--- src/design/tfi_pkg.sv ---
// package for the tabulated field interpolation unit
// types, constants and arithmetic helpers shared by all modules
package tfi_pkg;

  localparam int TABLE_DEPTH = 1024;
  localparam int IDX_W = $clog2(TABLE_DEPTH);
  localparam int CNT_W = 11;
  localparam int DIV_W = 50;

  typedef enum logic [1:0] {
    KIND_LOAD  = 2'd0,
    KIND_ATOM  = 2'd1,
    KIND_CLEAR = 2'd2,
    KIND_NONE  = 2'd3
  } kind_t;

  typedef struct packed {
    logic [1:0]        kind;
    logic [9:0]        entry_index;
    logic signed [31:0] entry_position;
    logic signed [31:0] entry_potential;
    logic signed [31:0] entry_gradient;
    logic signed [31:0] atom_position;
    logic signed [31:0] atom_charge;
  } in_item_t;

  typedef struct packed {
    logic signed [31:0] force_out;
    logic signed [47:0] energy_total;
    logic signed [47:0] force_total;
    logic               out_of_range;
  } out_item_t;

  typedef enum logic [4:0] {
    ST_IDLE, ST_LOAD, ST_CLEAR, ST_NONE,
    ST_RD0, ST_RD0W, ST_DIV1, ST_DIV1W, ST_CHK,
    ST_RDB, ST_RDBW, ST_DIV2, ST_DIV2W,
    ST_M1, ST_M2, ST_M3, ST_M4, ST_M5, ST_M6, ST_ACC, ST_OUT
  } state_t;

  typedef struct packed {
    logic cap_in;
    logic wr_tab;
    logic clr;
    logic rd0;
    logic rdb;
    logic cap0;
    logic capb;
    logic div1_start;
    logic div2_start;
    logic cap_bin;
    logic cap_frac;
    logic m1;
    logic m2;
    logic m3;
    logic m4;
    logic m5;
    logic m6;
    logic acc;
    logic oor;
    logic zero_res;
    logic out_load;
  } cmd_t;

  typedef struct packed {
    logic div_done;
    logic bad_bin;
    logic out_busy;
  } stat_t;

  function automatic logic signed [31:0] sat32(input logic signed [65:0] v);
    if (v > 66'sd2147483647) return 32'sh7fffffff;
    if (v < -66'sd2147483648) return 32'sh80000000;
    return v[31:0];
  endfunction

  function automatic logic signed [31:0] qmul(input logic signed [31:0] a,
                                              input logic signed [31:0] b);
    logic signed [63:0] prod;
    logic signed [65:0] p;
    prod = a * b;
    p = 66'(prod) + 66'sd32768;
    return sat32(p >>> 16);
  endfunction

endpackage

--- src/design/tfi_controller.sv ---
// controller state machine sequencing loads, clears and atom evaluation
// depends on tfi_pkg
module tfi_controller (
  input  logic clk,
  input  logic rst,
  input  logic in_valid,
  input  logic [1:0] in_kind,
  output logic in_ready,
  input  tfi_pkg::stat_t stat,
  output tfi_pkg::cmd_t cmd
);
  import tfi_pkg::*;

  state_t state, state_next;
  logic   oor, oor_next;
  logic   atom, atom_next;

  always_ff @(posedge clk) begin
    if (rst) begin
      state <= ST_IDLE;
      oor <= 1'b0;
      atom <= 1'b0;
    end else begin
      state <= state_next;
      oor <= oor_next;
      atom <= atom_next;
    end
  end

  always_comb begin
    state_next = state;
    oor_next = oor;
    atom_next = atom;
    cmd = '0;
    in_ready = 1'b0;
    unique case (state)
      ST_IDLE: begin
        in_ready = 1'b1;
        if (in_valid) begin
          cmd.cap_in = 1'b1;
          oor_next = 1'b0;
          atom_next = 1'b0;
          unique case (kind_t'(in_kind))
            KIND_LOAD:  state_next = ST_LOAD;
            KIND_ATOM: begin
              atom_next = 1'b1;
              state_next = ST_RD0;
            end
            KIND_CLEAR: state_next = ST_CLEAR;
            default:    state_next = ST_NONE;
          endcase
        end
      end
      ST_LOAD: begin
        cmd.wr_tab = 1'b1;
        state_next = ST_OUT;
      end
      ST_CLEAR: begin
        cmd.clr = 1'b1;
        state_next = ST_OUT;
      end
      ST_NONE: state_next = ST_OUT;
      ST_RD0: begin
        cmd.rd0 = 1'b1;
        state_next = ST_RD0W;
      end
      ST_RD0W: begin
        cmd.rd0 = 1'b1;
        cmd.cap0 = 1'b1;
        state_next = ST_DIV1;
      end
      ST_DIV1: begin
        cmd.cap0 = 1'b1;
        state_next = ST_DIV1W;
      end
      ST_DIV1W: begin
        cmd.div1_start = 1'b1;
        state_next = ST_CHK;
      end
      ST_CHK: begin
        if (stat.div_done) begin
          cmd.cap_bin = 1'b1;
          state_next = ST_RDB;
        end
      end
      ST_RDB: begin
        if (stat.bad_bin) begin
          oor_next = 1'b1;
          state_next = ST_OUT;
        end else begin
          cmd.rdb = 1'b1;
          state_next = ST_RDBW;
        end
      end
      ST_RDBW: begin
        cmd.rdb = 1'b1;
        cmd.capb = 1'b1;
        state_next = ST_DIV2;
      end
      ST_DIV2: begin
        cmd.capb = 1'b1;
        state_next = ST_DIV2W;
      end
      ST_DIV2W: begin
        cmd.div2_start = 1'b1;
        state_next = ST_M1;
      end
      ST_M1: begin
        if (stat.div_done) begin
          cmd.cap_frac = 1'b1;
          state_next = ST_M2;
        end
      end
      ST_M2: begin
        cmd.m1 = 1'b1;
        cmd.m2 = 1'b1;
        state_next = ST_M3;
      end
      ST_M3: begin
        cmd.m3 = 1'b1;
        state_next = ST_M4;
      end
      ST_M4: begin
        cmd.m4 = 1'b1;
        state_next = ST_M5;
      end
      ST_M5: begin
        cmd.m5 = 1'b1;
        state_next = ST_M6;
      end
      ST_M6: begin
        cmd.m6 = 1'b1;
        state_next = ST_ACC;
      end
      ST_ACC: begin
        cmd.acc = 1'b1;
        state_next = ST_OUT;
      end
      ST_OUT: begin
        if (!stat.out_busy) begin
          cmd.out_load = 1'b1;
          cmd.oor = oor;
          cmd.zero_res = oor || !atom;
          state_next = ST_IDLE;
        end
      end
      default: state_next = ST_IDLE;
    endcase
  end
endmodule

--- config.mk ---
export PLATFORM = sky130hd
export DESIGN_NAME = tfi_controller
export DESIGN_NICKNAME = d
export VERILOG_FILES = /design/src/design/tfi_pkg.sv /design/src/design/tfi_controller.sv
export SDC_FILE = /design/constraint.sdc
export NUM_CORES = 1
export LEC_CHECK = 0
export BUFFER_PORTS_ARGS = -buffer_cell sky130_fd_sc_hd__buf_2
export CAP_MARGIN = 20
export CORE_AREA = 2 2 43 45
export DETAILED_ROUTE_END_ITERATION = 16
export DIE_AREA = 0 0 45 47
export PLACE_DENSITY = 0.76
export SLEW_MARGIN = 20
export SYNTH_ARGS = -nofsm -noshare
export SYNTH_HDL_FRONTEND = slang
export SYNTH_SLANG_ARGS = --single-unit
--- constraint.sdc ---
create_clock -name clk -period 1.5 [get_ports clk]
set_input_delay 0.3 -clock clk [delete_from_list [all_inputs] [get_ports clk]]
set_output_delay 0.3 -clock clk [all_outputs]
set_load 0.03 [all_outputs]
==> run summary <==
drt wl/cell -> 16.3 µm
Post-Syn Instances -> 107
WHS -> 300 ps
total wire length -> 2780 µm
Final Cycle Share -> 1.18
global router's overall resource usage -> 0.259
critical path endpoint category -> primary output
Skew-Pair Late Insertion Delay -> 260 ps
synthesized cell area -> 752 µm²
Final Cell Area -> 1390 µm²
status -> finished with violations
count of flip-flops with a built-in enable after synthesis -> 0
Worst-Margin Slew -> 293 ps
DRT antenna net count -> 0
cell count after placement -> 158
Sink Count -> 7
clock root cell -> clkbuf_4
CTS buffer count -> 3
mux cell area share after synthesis -> 0.0399
Overflow after GRT -> 0
vias in the first global route -> 880
synthesized-area fraction occupied by adder cells -> 0.0666
pin count of the biggest net entering global routing -> 20
DP Worst Slack -> -61.6 ps
I/O Buffers -> 29
Hold Buf Count CTS -> 0
P_leak -> 0.609 nW
endpoints failing hold -> 0
reg2reg end -> state[0]
TritonRoute pass-1 iters -> 4
min-delay worst type -> in -> reg
Max Cap Violations -> 0
CP startpoint kind -> flip-flop
R2R Setup Slk -> -20 ps
Core Rows -> 15
critical-path maximum fanout -> 3
Final Util -> 0.839
clock slew at reported path FFs -> 50 ps
Slew Viols, Final -> 0
Seq/Total Area, Yosys -> 0.186
Synth top area share -> 0.186
Die Area -> 2120 µm²
vias per cell -> 5.92
clock share of power -> 0.069
Yosys warnings -> 0
logic gate share of total power -> 0.798
die height -> 47 µm
top cells by area, synth -> dfxtp_1, nor2_1, ha_1
Top FF cell, synth -> dfxtp_1
switching share of power -> 0.491
Slew headroom -> 0.803
ys async rst share -> 0
H-Tree Depth -> 1
fin cells -> 170
vias after detailed routing -> 1006
fin crit period -> 1770 ps
initial core utilization -> 0.455
syn avg cell area -> 7.03 µm²
distinct cell type count after synthesis -> 34
diode count -> 0
synth cell count leaders -> nor2_1, nor3_1, dfxtp_1, nand2_1
main combinational cell family by area after synthesis -> simple AND/OR/NAND/NOR gates
area leader, netlist -> dfxtp_1
# DRC -> 0
Final #Nets -> 166
Hold Path End -> state[4]
simple-gate portion of the synthesized area -> 0.409
failing checks -> setup timing
internal power -> 0.00133 W
Seq pwr share -> 0.133
P per Cell Area -> 1890 nW/µm²
Max clock buf depth -> 2
RSZ-0062 raised after global routing -> true
final RePlAce weighted congestion -> 0.888
global-route wire length before repair -> 3860 µm
xor-xnor portion of the synthesized cell area -> 0.0233
share of layout cells above drive strength 1 -> 0.621
Final setup viols -> 22
Worst Hold Launch -> rst
final setup margin -> -265 ps
initial antenna violation count -> 0
CP required -> 1200 ps
#FFs+latches synth -> 7
crit path DAT -> 1470 ps
CTS tree -> yes
Post-DP Area -> 1100 µm²
hold path cells -> 2
synth-to-layout area growth -> 84.4%
DR iter-0 viols -> 25
Clock Skews -> 3.13 ps
net load switching power -> 0.00129 W
final HPWL from detailed placement -> 1680 µm
Compound-Gate Fraction of Synth Area -> 0.166
fmax -> 567 MHz
worst-case vdd ir drop -> 0.00129 V
Die X -> 45 µm
Ports -> 30
syn nets -> 119
FF-to-FF Start -> state[3]
Crit Path Category -> reg -> out
count leader, synth -> nor2_1
Core Area -> 1650 µm²
Worst Reg-to-Reg Cells -> 4
[flip-flops by register name, summed over array words and instances, names as in the netlist]
signal,flops
oor,1
state,5
atom,1
[final cells by class]
class | count | area (µm²)
Clock buffer | 4 | 26.3
Sequential cell | 7 | 151
Timing Repair Buffer | 53 | 424
Tap cell | 17 | 21.3
Inverter | 4 | 15.0
Multi-Input combinational cell | 85 | 748
Fill cell | 94 | 265
[cell usage in the layout (no fill, tap or decap), types with 2 or more instances in the layout]
cell type,count
buf_4,30
buf_2,11
buf_6,11
nor2_1,8
nor3_4,6
nor2_4,5
o21ai_0,5
inv_1,4
nor2_2,4
ha_1,4
nand2b_4,3
nand2_1,3
mux2i_1,3
a21oi_1,3
nor4_1,3
clkbuf_4,3
dfxtp_2,3
nand3b_1,2
nand2_2,2
nand2b_1,2
xnor2_1,2
nor3b_2,2
nor3_2,2
nor2b_1,2
nand4_1,2
nand3_1,2
dfxtp_1,2
dfxtp_4,2
[cell families after synthesis]
group,after synthesis
AO/OA/AOI/OAI,17
flip-flops,7
AND/OR/NAND/NOR,59
buffers and inverters,15
adder cells (fa/ha/maj),4
multiplexers,3
XOR/XNOR,2
[what timing repair did]
| action | CTS | global route |
|---|---|---|
| setup buffers | 5 | 2 |
| pin swaps | 3 | 1 |
| resized for setup | 40 | 29 |
| gates cloned | 1 | 0 |
| setup endpoints to repair | 23 | 25 |
| endpoints found under the hold margin | 0 | 0 |
[metal layers]
metal | up-vias | part of all wire | global-route usage
li1 | 471 | - | -
met1 | 469 | 0.37 | 0.279
met4 | 0 | 0.027 | 0.135
met3 | 11 | 0.058 | 0.0308
met2 | 55 | 0.54 | 0.494
met5 | - | 0 | 0
[through the flow]
step           setup TNS [ps]  power, W
4_1_cts                 -3310   0.00242
3_3_place_gp            -67.6   0.00180
3_5_place_dp             -233   0.00183
5_1_grt                 -4220   0.00275
6_report                -3190   0.00262
2_1_floorplan           -1160   0.00141
[critical path: stages (launching register included)]
cell      delay, ps
dfxtp_2         320
or3_4           410
nor3_4          140
a21boi_4        190
buf_6           140
[how the worst max path moves through the flow]
stage,cells past startpoint,startpoint,endpoint,slack (ps)
floorplan,4,state[0],cmd[1],-320
global placement,4,state[3],cmd[1],-40
detailed placement,4,state[3],cmd[1],-60
CTS,4,state[3],cmd[1],-260
global route,4,state[3],cmd[1],-320
finish,4,state[3],cmd[1],-270
[power by group through the flow]
stage	combinational [W]	clock (W)	sequential [W]
floorplan	0.00113	0	0.000279
global placement	0.00150	0	0.000299
detailed placement	0.00153	0	0.000304
CTS	0.00191	0.000178	0.000334
global route	0.00220	0.000188	0.000356
finish	0.00209	0.000180	0.000349
No activity file was read; power rests on OpenSTA's default activity.
